**config.mk**
```make
export PLATFORM = sky130hd
export DESIGN_NAME = crank_peak_angle_detector_top
export DESIGN_NICKNAME = d
export VERILOG_FILES = /design/src/hw/rtl/cpad_pkg.sv /design/src/hw/rtl/cpad_div.sv /design/src/hw/rtl/crank_peak_angle_detector_top.sv
export SDC_FILE = /design/constraint.sdc
export NUM_CORES = 2
export LEC_CHECK = 0
export BUFFER_PORTS_ARGS = -buffer_cell sky130_fd_sc_hd__buf_2
export CAP_MARGIN = 20
export CORE_UTILIZATION = 58
export DETAILED_ROUTE_END_ITERATION = 8
export GPL_TIMING_DRIVEN = 0
export PLACE_DENSITY_LB_ADDON = 0.1
export SYNTH_ARGS = -nofsm -noshare
export SYNTH_HDL_FRONTEND = slang
export SYNTH_SLANG_ARGS = --single-unit
```
**constraint.sdc**
```tcl
create_clock -name clk -period 10.7 [get_ports clk]
set_input_delay 2.14 -clock clk [delete_from_list [all_inputs] [get_ports clk]]
set_output_delay 2.14 -clock clk [all_outputs]
set_load 0.01 [all_outputs]
```
**src/hw/rtl/cpad_pkg.sv**
```systemverilog
// ----------------------------------------------------------------------------
// cpad_pkg: shared types and constants
// Word formats, sequencer states and fixed-point sizes for the crank peak
// angle detector.
// ----------------------------------------------------------------------------
package cpad_pkg;

  localparam int CodeBits     = 14;
  localparam int OffsetBits   = 24;
  localparam int MaxTies      = 16;
  localparam int TieIdxBits   = (MaxTies > 1) ? $clog2(MaxTies) : 1;
  localparam int TieCntBits   = $clog2(MaxTies + 1);
  localparam int FracBits     = 16;
  localparam int CountBits    = 24;
  localparam int SumBits      = 48;
  localparam int TotalBits    = OffsetBits + TieCntBits;
  localparam int ProdBits     = OffsetBits + 9;
  // Dividend wide enough for offset*360*2^F and for the rounded mean.
  localparam int DivBits      = (ProdBits + FracBits > SumBits + 1) ?
                                ProdBits + FracBits : SumBits + 1;
  localparam int DivCntBits   = $clog2(DivBits + 1);

  localparam logic [CodeBits-1:0]   MidScale     = 14'd8192;
  localparam logic [CodeBits-1:0]   ThreshReset  = 14'd12288;
  localparam logic [8:0]            FullTurn     = 9'd360;
  localparam logic [OffsetBits-1:0] OffsetMax    = {OffsetBits{1'b1}};
  localparam logic [CountBits-1:0]  CountMax     = {CountBits{1'b1}};
  localparam logic [SumBits-1:0]    SumMax       = {SumBits{1'b1}};

  typedef struct packed {
    logic [CodeBits-1:0] marker_sample;
    logic [CodeBits-1:0] signal_sample;
    logic                last_sample;
  } in_word_t;

  typedef struct packed {
    logic [8:0]           angle_deg;
    logic [CountBits-1:0] revolutions_used;
    logic                 result_valid;
    logic                 tie_overflow;
  } out_word_t;

  typedef enum logic [3:0] {
    ST_IDLE,
    ST_SUM,
    ST_MEAN,
    ST_MEAN_WAIT,
    ST_PICK,
    ST_ANGLE,
    ST_ANGLE_WAIT,
    ST_ACCUM,
    ST_FINAL,
    ST_FINAL_WAIT,
    ST_EMIT
  } state_t;

  typedef struct packed {
    logic                start;
    logic [DivBits-1:0]  dividend;
    logic [SumBits+FracBits-1:0] divisor;
  } div_req_t;

endpackage

```
**src/hw/rtl/cpad_div.sv**
```systemverilog
// ----------------------------------------------------------------------------
// cpad_div: shared restoring divider
// One quotient bit per cycle; quotient held until next start.
// ----------------------------------------------------------------------------
module cpad_div
  import cpad_pkg::*;
(
  input  logic                 clk,
  input  logic                 rst,
  input  div_req_t             req,
  output logic                 busy,
  output logic [DivBits-1:0]   quotient
);

  logic [DivCntBits-1:0]         count;
  logic [SumBits+FracBits-1:0]   divisor;
  logic [SumBits+FracBits-1:0]   remainder;
  logic [SumBits+FracBits:0]     trial;

  // Shift in the next dividend bit and try the subtract
  assign trial = {remainder, quotient[DivBits-1]} - {1'b0, divisor};

  always_ff @(posedge clk) begin
    if (rst) begin
      busy  <= 1'b0;
      count <= '0;
    end else if (req.start) begin
      busy      <= 1'b1;
      count     <= DivCntBits'(DivBits);
      quotient  <= req.dividend;
      remainder <= '0;
      divisor   <= req.divisor;
    end else if (busy) begin
      if (trial[SumBits+FracBits]) begin
        remainder <= {remainder[SumBits+FracBits-2:0], quotient[DivBits-1]};
        quotient  <= {quotient[DivBits-2:0], 1'b0};
      end else begin
        remainder <= trial[SumBits+FracBits-1:0];
        quotient  <= {quotient[DivBits-2:0], 1'b1};
      end
      count <= count - 1'b1;
      if (count == DivCntBits'(1)) begin
        busy <= 1'b0;
      end
    end
  end

  assert property (@(posedge clk) disable iff (rst) req.start |=> busy)
    else $error("divider did not start");
  assert property (@(posedge clk) disable iff (rst)
    busy && count == DivCntBits'(1) && !req.start |=> !busy)
    else $error("divider overran its bit count");
  assert property (@(posedge clk) disable iff (rst) !busy |-> count == '0 || req.start)
    else $error("idle divider holds a count");

endmodule

```
**src/hw/rtl/crank_peak_angle_detector_top.sv**
```systemverilog
// ----------------------------------------------------------------------------
// crank_peak_angle_detector_top: revolution peak angle averager
// Tracks the signal maximum per revolution and emits the rounded mean angle
// of the peak after the revolution mark on the last sample.
//
//   channel   signals                         direction
//   in        in_valid / in_ready / in_data   word in
//   out       out_valid / out_ready / out_data word out
//   cfg       cfg_we / cfg_data               threshold write
//
// An ordinary sample is accepted in ST_IDLE, then passes ST_SUM back to idle.
// A revolution close sums the ties, divides for their mean, picks the tie
// nearest the mean (the first of equally near ties) and divides for the angle.
// The last sample adds the final mean divide, skipped with no revolution.
// Reset (rst, synchronous) clears all control state; the threshold returns
// to 12288. A finished word waits in the output register while new samples
// are taken; a second result holds the sequencer until the first is taken.
// ----------------------------------------------------------------------------
module crank_peak_angle_detector_top
  import cpad_pkg::*;
(
  input  logic                clk,
  input  logic                rst,
  input  logic                in_valid,
  output logic                in_ready,
  input  in_word_t            in_data,
  output logic                out_valid,
  input  logic                out_ready,
  output out_word_t           out_data,
  input  logic                cfg_we,
  input  logic [CodeBits-1:0] cfg_data
);

  state_t state, state_next;

  logic [CodeBits-1:0]   marker_threshold;
  logic                  mark_armed_off;
  logic [1:0]            marks_seen;
  logic [OffsetBits-1:0] segment_offset;
  logic [CodeBits-1:0]   segment_max;
  logic [OffsetBits-1:0] tie_positions [MaxTies];
  logic [TieCntBits-1:0] tie_count;
  logic [SumBits-1:0]    angle_sum;
  logic [CountBits-1:0]  revolution_count;
  logic                  overflow_flag;

  // Latched sample and close context
  logic                  last_pend;
  logic                  close_pend;
  logic [OffsetBits-1:0] period;
  logic [TieIdxBits-1:0] walk_idx;
  logic [TotalBits-1:0]  total;
  logic [OffsetBits-1:0] mean;
  logic [OffsetBits-1:0] best;
  logic [OffsetBits-1:0] best_diff;
  logic [DivBits-1:0]    whole;
  logic [CodeBits-1:0]   sig_hold;

  div_req_t                    dreq;
  logic                        dbusy;
  logic [DivBits-1:0]          dq;

  cpad_div u_div (
    .clk       (clk),
    .rst       (rst),
    .req       (dreq),
    .busy      (dbusy),
    .quotient  (dq)
  );

  // Sample bookkeeping done in the accept cycle
  logic                  is_mark;
  logic                  armed_next;
  logic [OffsetBits-1:0] off_inc;
  logic [CodeBits-1:0]   sig;
  logic [OffsetBits-1:0] walk_pos;
  logic [OffsetBits-1:0] walk_diff;
  logic [SumBits:0]      sum_add;
  logic                  emit_go;

  assign in_ready = (state == ST_IDLE);
  assign emit_go  = !out_valid || out_ready;
  assign sig      = in_data.signal_sample;
  assign is_mark  = (in_data.marker_sample > marker_threshold) && !mark_armed_off;
  assign armed_next = (is_mark || mark_armed_off) &&
                      !(in_data.marker_sample < MidScale);
  assign off_inc  = (segment_offset < OffsetMax) ? segment_offset + 1'b1 : segment_offset;
  assign walk_pos = tie_positions[walk_idx];
  assign walk_diff = (walk_pos > mean) ? walk_pos - mean : mean - walk_pos;
  assign sum_add  = {1'b0, angle_sum} +
                    (SumBits+1)'({whole[ProdBits-1:0], dq[FracBits-1:0]});

  always_ff @(posedge clk) begin
    if (rst) begin
      state <= ST_IDLE;
    end else begin
      state <= state_next;
    end
  end

  // Sequence the close and the final mean
  always_comb begin
    state_next    = state;
    dreq.start    = 1'b0;
    dreq.dividend = '0;
    dreq.divisor  = '0;
    unique case (state)
      ST_IDLE: begin
        if (in_valid && in_ready) begin
          state_next = ST_SUM;
        end
      end
      ST_SUM: begin
        if (!close_pend) begin
          state_next = last_pend ? ST_FINAL : ST_IDLE;
        end else if (32'(walk_idx) + 1 >= 32'(tie_count)) begin
          state_next = ST_MEAN;
        end
      end
      ST_MEAN: begin
        dreq.start    = 1'b1;
        dreq.dividend = DivBits'(total);
        dreq.divisor  = (SumBits+FracBits)'(tie_count);
        state_next    = ST_MEAN_WAIT;
      end
      ST_MEAN_WAIT: begin
        if (!dbusy) begin
          state_next = ST_PICK;
        end
      end
      ST_PICK: begin
        if (32'(walk_idx) + 1 >= 32'(tie_count)) begin
          state_next = ST_ANGLE;
        end
      end
      ST_ANGLE: begin
        dreq.start    = 1'b1;
        dreq.dividend = DivBits'({ProdBits'(best) * ProdBits'(FullTurn), {FracBits{1'b0}}});
        dreq.divisor  = (SumBits+FracBits)'(period);
        state_next    = ST_ANGLE_WAIT;
      end
      ST_ANGLE_WAIT: begin
        if (!dbusy) begin
          state_next = ST_ACCUM;
        end
      end
      ST_ACCUM: begin
        state_next = last_pend ? ST_FINAL : ST_IDLE;
      end
      ST_FINAL: begin
        if (revolution_count == '0) begin
          state_next = ST_EMIT;
        end else begin
          dreq.start    = 1'b1;
          dreq.dividend = DivBits'(angle_sum) +
                          DivBits'({revolution_count, {(FracBits-1){1'b0}}});
          dreq.divisor  = (SumBits+FracBits)'({revolution_count, {FracBits{1'b0}}});
          state_next    = ST_FINAL_WAIT;
        end
      end
      ST_FINAL_WAIT: begin
        if (!dbusy) begin
          state_next = ST_EMIT;
        end
      end
      ST_EMIT: begin
        if (emit_go) begin
          state_next = ST_IDLE;
        end
      end
      default: state_next = ST_IDLE;
    endcase
  end

  // Threshold register
  always_ff @(posedge clk) begin
    if (rst) begin
      marker_threshold <= ThreshReset;
    end else if (cfg_we) begin
      marker_threshold <= cfg_data;
    end
  end

  // Tie store: written on accepted words; first slot cleared when a close is accumulated
  always_ff @(posedge clk) begin
    if (in_valid && in_ready) begin
      if (is_mark && marks_seen != 2'd0 && !(marks_seen == 2'd2)) begin
        tie_positions[0] <= '0;
      end else if (marks_seen == 2'd2) begin
        if (is_mark) begin
          // closing sample tracked before the new segment opens
          if (sig > segment_max) begin
            tie_positions[0] <= off_inc;
          end else if (sig == segment_max && 32'(tie_count) < MaxTies) begin
            tie_positions[TieIdxBits'(tie_count)] <= off_inc;
          end
        end else if (sig > segment_max) begin
          tie_positions[0] <= off_inc;
        end else if (sig == segment_max && 32'(tie_count) < MaxTies) begin
          tie_positions[TieIdxBits'(tie_count)] <= off_inc;
        end
      end
    end else if (state == ST_ACCUM || (state == ST_SUM && !close_pend)) begin
      if (close_pend) begin
        tie_positions[0] <= '0;
      end
    end
  end

  // Sample tracking, close arithmetic and output word
  always_ff @(posedge clk) begin
    if (rst) begin
      mark_armed_off   <= 1'b0;
      marks_seen       <= 2'd0;
      segment_offset   <= '0;
      segment_max      <= '0;
      tie_count        <= '0;
      angle_sum        <= '0;
      revolution_count <= '0;
      overflow_flag    <= 1'b0;
      out_valid        <= 1'b0;
      last_pend        <= 1'b0;
      close_pend       <= 1'b0;
      walk_idx         <= '0;
    end else begin
      // Load the output word, or drop it once taken
      if (state == ST_EMIT && emit_go) begin
        out_valid <= 1'b1;
      end else if (out_valid && out_ready) begin
        out_valid <= 1'b0;
      end
      unique case (state)
        ST_IDLE: begin
          if (in_valid && in_ready) begin
            mark_armed_off <= armed_next;
            last_pend      <= in_data.last_sample;
            close_pend     <= 1'b0;
            walk_idx       <= '0;
            total          <= '0;
            if (marks_seen == 2'd2) begin
              segment_offset <= off_inc;
              if (sig > segment_max) begin
                segment_max <= sig;
                tie_count   <= TieCntBits'(1);
              end else if (sig == segment_max) begin
                if (32'(tie_count) < MaxTies) begin
                  tie_count <= tie_count + 1'b1;
                end else begin
                  overflow_flag <= 1'b1;
                end
              end
              period     <= off_inc;
              close_pend <= is_mark && off_inc != '0;
            end
            if (is_mark) begin
              if (marks_seen == 2'd0) begin
                marks_seen <= 2'd1;
              end else begin
                marks_seen <= 2'd2;
                // at the second mark the segment opens here; later ones open after the close has been walked
                if (marks_seen == 2'd1) begin
                  segment_offset <= '0;
                  segment_max    <= sig;
                  tie_count      <= TieCntBits'(1);
                end
              end
            end
          end
        end
        ST_SUM: begin
          if (close_pend) begin
            total    <= total + TotalBits'(walk_pos);
            walk_idx <= walk_idx + 1'b1;
          end
        end
        ST_MEAN_WAIT: begin
          if (!dbusy) begin
            mean      <= dq[OffsetBits-1:0];
            best      <= tie_positions[0];
            best_diff <= dq[OffsetBits-1:0] - tie_positions[0];
            walk_idx  <= TieIdxBits'(1 % MaxTies);
          end
        end
        ST_PICK: begin
          if (32'(walk_idx) < 32'(tie_count) && walk_idx != '0 && walk_diff < best_diff) begin
            best_diff <= walk_diff;
            best      <= walk_pos;
          end
          walk_idx <= walk_idx + 1'b1;
        end
        ST_ANGLE_WAIT: begin
          if (!dbusy) begin
            whole <= dq >> FracBits;
          end
        end
        ST_ACCUM: begin
          // angle = whole.frac, where frac is the low FracBits of the held angle quotient
          if (revolution_count < CountMax) begin
            angle_sum        <= sum_add[SumBits] ? SumMax : sum_add[SumBits-1:0];
            revolution_count <= revolution_count + 1'b1;
          end
          segment_offset <= '0;
          segment_max    <= sig_hold;
          tie_count      <= TieCntBits'(1);
          close_pend     <= 1'b0;
        end
        ST_EMIT: begin
          if (emit_go) begin
            out_data.revolutions_used <= revolution_count;
            out_data.result_valid     <= revolution_count != '0;
            out_data.tie_overflow     <= overflow_flag;
            out_data.angle_deg        <= (revolution_count != '0) ? dq[8:0] : 9'd0;
            mark_armed_off            <= 1'b0;
            marks_seen                <= 2'd0;
            segment_offset            <= '0;
            segment_max               <= '0;
            tie_count                 <= '0;
            angle_sum                 <= '0;
            revolution_count          <= '0;
            overflow_flag             <= 1'b0;
            last_pend                 <= 1'b0;
          end
        end
        default: begin
        end
      endcase
    end
  end

  // Keep the closing mark's signal to open the next segment
  always_ff @(posedge clk) begin
    if (in_valid && in_ready) begin
      sig_hold <= sig;
    end
  end

  assert property (@(posedge clk) disable iff (rst) out_valid && !out_ready |=> out_valid)
    else $error("output word dropped while stalled");
  assert property (@(posedge clk) disable iff (rst) state != ST_IDLE |-> !in_ready)
    else $error("input taken while busy");
  assert property (@(posedge clk) disable iff (rst)
    state == ST_EMIT && emit_go |=> revolution_count == '0 && marks_seen == 2'd0)
    else $error("state not cleared after last sample");
  assert property (@(posedge clk) disable iff (rst) 32'(tie_count) <= MaxTies)
    else $error("tie count beyond storage");

endmodule

```
=== Word-level counts from Yosys, hierarchy flattened ===
Memories as Yosys holds them, arrays and structs flattened. A register that Yosys moved wholly into a read port is not among the register bits.
Index checks and enable logic that the tools add are counted.
W data, S select, Z words.

* Register bits: 535
* Memory bits (writable): 384
* Output and inout bits: 37
* Memories: 1

* Add/subtract/negate cells: 13
* Multipliers: 1
* $lt $le $gt $ge: 10
* Equality and inequality tests: 29
* Multiplexer cells: 129
* Bitwise gates (word level): 6
* Reductions and logical operators: 54

{| class="wikitable"
|+ Memory list
! name !! depth !! width !! read ports !! clocked after Yosys merged registers in !! write ports !! line !! RTL
|-
| tie_positions || 16 || 24 || 2 || 1 || 1 || crank_peak_angle_detector_top.sv:41 || <nowiki>logic [OffsetBits-1:0] tie_positions [MaxTies];</nowiki>
|}

{| class="wikitable"
|+ Operator list
! kind !! count
|-
| $mux W24 || 18
|-
| $pmux W114 S3 || 1
|-
| $mux W48 || 3
|-
| $pmux W24 S2 || 3
|-
| $mux W64 || 2
|-
| $mux W114 || 1
|-
| $mux W14 || 7
|-
| $mux W49 || 2
|-
| $pmux W48 S2 || 1
|-
| $pmux W24 S3 || 1
|-
| $sub A24 B24 Y24 || 3
|-
| $sub A65 B64 Y65 || 1
|-
| $mux W4 || 15
|-
| $mux W29 || 2
|-
| $pmux W29 S2 || 1
|-
| $add A48 B39 Y49 || 1
|-
| $add A48 B49 Y49 || 1
|-
| $add A24 B1 Y24 const B || 2
|-
| $lt A24 B24 Y1 const B || 2
|-
| $reduce_bool A24 Y1 || 2
|-
| $mux W1 || 47
|-
| $mux W5 || 9
|-
| $pmux W4 S11 || 1
|-
| $pmux W14 S3 || 1
|-
| 47 further kinds || 115
|}

=== Logic depth before layout (Yosys ltp) ===
* Depth after elaboration: 12
* Mapped depth: 30
* Mapped depth without buffers: 25

=== By module ===
Synthesis repeated with hierarchy kept, for this count alone.

* Cells, all modules: 4625
* Area, all modules: 53069.6 um2

{| class="wikitable"
|+ By module, submodules not included
! module !! instances !! cells each !! area an instance (um2) !! sequential area each (um2)
|-
| crank_peak_angle_detector_top || 1 || 3564 || 41803.8 || 20709.9
|-
| cpad_div || 1 || 1061 || 11265.8 || 5455.2
|}

=== Worst setup path after synthesis ===
OpenSTA, ideal clock, no wires.

* Kind: input port to flip-flop
* From: in rst
* To: reg u_div.quotient[0] (enable)
* Data arrival time: 7.441 ns
* Data required time: 10.114 ns
* Setup slack: 2.673 ns
* Cell stages on the path: 4
* Path buffers: 3
* Cells stage by stage: clkbuf_1 clkbuf_1 clkbuf_1 nor2_1

* Cells in the longest elaborated chain, start to end: 2

{| class="wikitable"
|+ RTL lines
! what !! line !! RTL
|-
| start, declared || crank_peak_angle_detector_top.sv:23 || <nowiki>input logic rst,</nowiki>
|-
| $not A1 Y1 (no line) || -- ||
|-
| $reduce_and A2 Y1 (no line) || -- ||
|-
| end signal, assigned || cpad_div.sv:30 || <nowiki>quotient <= req.dividend;</nowiki>
|-
| end signal, assigned || cpad_div.sv:36 || <nowiki>quotient <= {quotient[DivBits-2:0], 1'b0};</nowiki>
|-
| end signal, assigned || cpad_div.sv:39 || <nowiki>quotient <= {quotient[DivBits-2:0], 1'b1};</nowiki>
|-
| end, declared || cpad_div.sv:12 || <nowiki>output logic [DivBits-1:0] quotient</nowiki>
|}

Every way passes these cells.
A chain may end at the register's enable or synchronous reset.

==> impl_metrics.ini <==
[status]
status = finished, final reports clean

[clock_network]
cts_tree = built
ctsLongestPathBuffers = 3
cts_max_level = 3
cts.sinks = 899
post_cts_resized = 0
cts.clk_slew.worst_paths_ns = 0.06
cts-root-buf = clkbuf_16
clk_latency_ns = 0.72
numCtsBuffers = 94
cts.hold.buffers_added = 0
postCtsSetupBuffers = 0

[critical_path]
endpoint_kind = flop
cpPeakStageDelay_ns = 0.77
cp_slowest_cell = buf_1
rr_worst_depth = 27
critPathLaunchType = flop
worst-setup-path-type = flop to flop
critPathArrivalTime_ns = 10.19
cp_data_required_time_ns = 11.04
cp_max_fo = 28

[synthesis]
syn_inst = 4516
ys.warnings.count = 0
synthFlopType = edfxtp_1
synth_edf_count = 744
synth_area_sq_mm = 0.0507
synth_nets = 4944
ys_seq_elements = 899
synth_cell_types = 85
syn_avg_cell_area_sq_um = 11.2
synth-seq-area-share_pct = 50.2
synthArstFlopShare_pct = 0

[detailed_routing]
num_vias = 37352
firstDrtPassIters = 6
avgRoutedWirePerCell_microns = 23.9
antenna_left = 0
drtIter0Drc = 3629
totalWireLength_mm = 143
drc = 0
viasPerCell = 6.24

[floorplan]
coreArea_sq_mm = 0.0866
dieArea_sq_mm = 0.0885
die_h_microns = 298
initial_utilization_pct = 58.5
die_w_microns = 298
fp-row-count = 108
ios = 85

[power_and_ir_drop]
internal_power_mw = 6.95
p_leak_nw = 21.2
p_comb_share_pct = 27.1
ir_drop_v = 0.000152
switchingPower_mw = 3.30
netSwitchingFraction_pct = 32.2
p_per_area_mw_per_mm2 = 181
power.total_mw = 10.2
pwr-share-seq_pct = 40.1
p_clk_share_pct = 32.7

[sta]
tightest_slew_ns = 1.29
max_freq_mhz = 102
fin_ws_ns = 0.849
maxSlewViolCount = 0
setup_viol = 0
relSlewSlack_pct = 13.7
post-route-period-util_pct = 92.1
tns_ns = 0
clock_skew_ns = 0.0864
rsz0062_at_grt = no
period_needed_ns = 9.85
hold_viol_final = 0
hold_slack_ns = 0.448

[placement]
dpl_worst_slack_ns = 1.10
placed_cell_area_sq_mm = 0.0533
io_buffers = 82
gp_congestion = 0.974
place_hpwl_mm = 106

[finish]
syn2layout_area_growth_pct = 11.8
diodes = 0
fin_nets = 5179
fin_area_sq_mm = 0.0566
drive_gt1_share_pct = 10.2

[global_route]
track_usage_pct = 32.1
globalRouteOverflowTotal = 0
grt_pass1_wl_mm = 215
grt_pass1_vias = 35939
grt_max_degree = 34
antenna_found_initial = 5

[worst_hold_path]
hp-class = flop to flop
hold_depth = 0

[flow_run]
max_cap_violations = 0
-- layout make-up --
type	count	area, sq um
Buffer	177	677
Clock buffer	120	2540
Clock inverter	57	639
Fill cell	6698	30000
Inverter	375	1410
Multi-Input combinational cell	3065	23300
Sequential cell	899	25400
Tap cell	1155	1450
Timing Repair Buffer	139	1200
-- layer usage --
layer  wire length [microns]  up-vias  share of wire, %  global-route usage (%)
met3                   10900      325               7.6                    4.97
met1                   58800    18185                41                    43.2
met5                      13        -            0.0091                       0
li1                        -    17223                 -                       -
met4                    6140        2               4.3                    13.1
met2                   67500     1617                47                    51.9
-- registers in the layout, summed over array words and instances, names as in the netlist, 29 cells and up, named ones only --
| name | cells |
|---|---|
| tie_positions | 384 |
| out_data | 35 |
| u_div.remainder | 64 |
| total | 29 |
| u_div.quotient | 49 |
| angle_sum | 48 |
| u_div.divisor | 40 |
| whole | 33 |
-- power groups by stage --
stage | Combinational (mW) | Sequential (mW) | Clock (mW)
floorplan | 1.95 | 4.15 | 0
global placement | 2.63 | 4.21 | 0
detailed placement | 2.71 | 4.19 | 0
CTS | 2.73 | 4.11 | 3.38
global route | 3.05 | 4.13 | 3.51
finish | 2.78 | 4.11 | 3.35
-- worst max-delay path: cells and delay by family, from the launching register on --
family / cells / cell delay, ns
buffers and inverters: 7 / 3.06
AO/OA/AOI/OAI: 10 / 2.08
multiplexers: 3 / 1.68
flip-flops: 1 / 0.31
AND/OR/NAND/NOR: 5 / 1.70
adder cells (fa/ha/maj): 2 / 0.61
-- kinds of logic after synthesis --
group,Yosys count,share of synthesized area (%)
AO/OA/AOI/OAI,1063,13.6
XOR/XNOR,231,4.01
adder cells (fa/ha/maj),380,10.1
buffers and inverters,552,4.11
flip-flops,899,50.2
multiplexers,177,6.53
AND/OR/NAND/NOR,1214,11.4
-- per-stage QoR --
step / instances / utilization (%)
after global routing: 5987 / 65.4
final: 5987 / 65.4
after global placement: 5753 / 60.6
after detailed placement: 5799 / 61.6
after floorplan: 4516 / -
after CTS: 5976 / 65.2
-- cell usage after synthesis, types with 44 or more instances --
| library cell | instances | area [sq um] |
|---|---|---|
| dfxtp_1 | 155 | 3100 |
| a21o_1 | 104 | 781 |
| nand4_1 | 55 | 344 |
| o21ai_0 | 247 | 1240 |
| ha_1 | 331 | 4140 |
| nand3_1 | 72 | 360 |
| nor2_1 | 294 | 1100 |
| a21oi_1 | 292 | 1460 |
| mux4_2 | 120 | 2700 |
| edfxtp_1 | 744 | 22300 |
| nand2b_1 | 44 | 275 |
| nor2b_1 | 51 | 319 |
| xnor2_1 | 129 | 1130 |
| inv_1 | 373 | 1400 |
| nor3_1 | 67 | 335 |
| fa_1 | 49 | 981 |
| xor2_1 | 101 | 885 |
| and3_1 | 45 | 282 |
| a211oi_1 | 48 | 360 |
| clkbuf_1 | 148 | 556 |
| nand2_1 | 418 | 1570 |
-- final timing paths --
| check | startpoint | to | slack (ns) |
|---|---|---|---|
| worst max register to register | flop | best[20]$_DFFE_PP_ | 0.85 |
| worst min register to register | u_div.quotient[31]$_DFFE_PP_ | whole[15]$_DFFE_PP_ | 0.45 |
| worst max-delay path | flop | best[20]$_DFFE_PP_ | 0.85 |
| worst min-delay path | u_div.quotient[31]$_DFFE_PP_ | whole[15]$_DFFE_PP_ | 0.45 |
-- placed cells by master, fill, tap and decap left out, types with 104 or more instances in the layout --
| cell type | n |
|---|---|
| a21oi_1 | 292 |
| xnor2_1 | 129 |
| o21ai_0 | 247 |
| ha_1 | 331 |
| nor2_1 | 277 |
| clkbuf_1 | 166 |
| inv_1 | 373 |
| edfxtp_1 | 744 |
| dfxtp_1 | 155 |
| a21o_1 | 104 |
| mux4_2 | 120 |
| nand2_1 | 418 |
No activity file was read; power rests on OpenSTA's default activity.
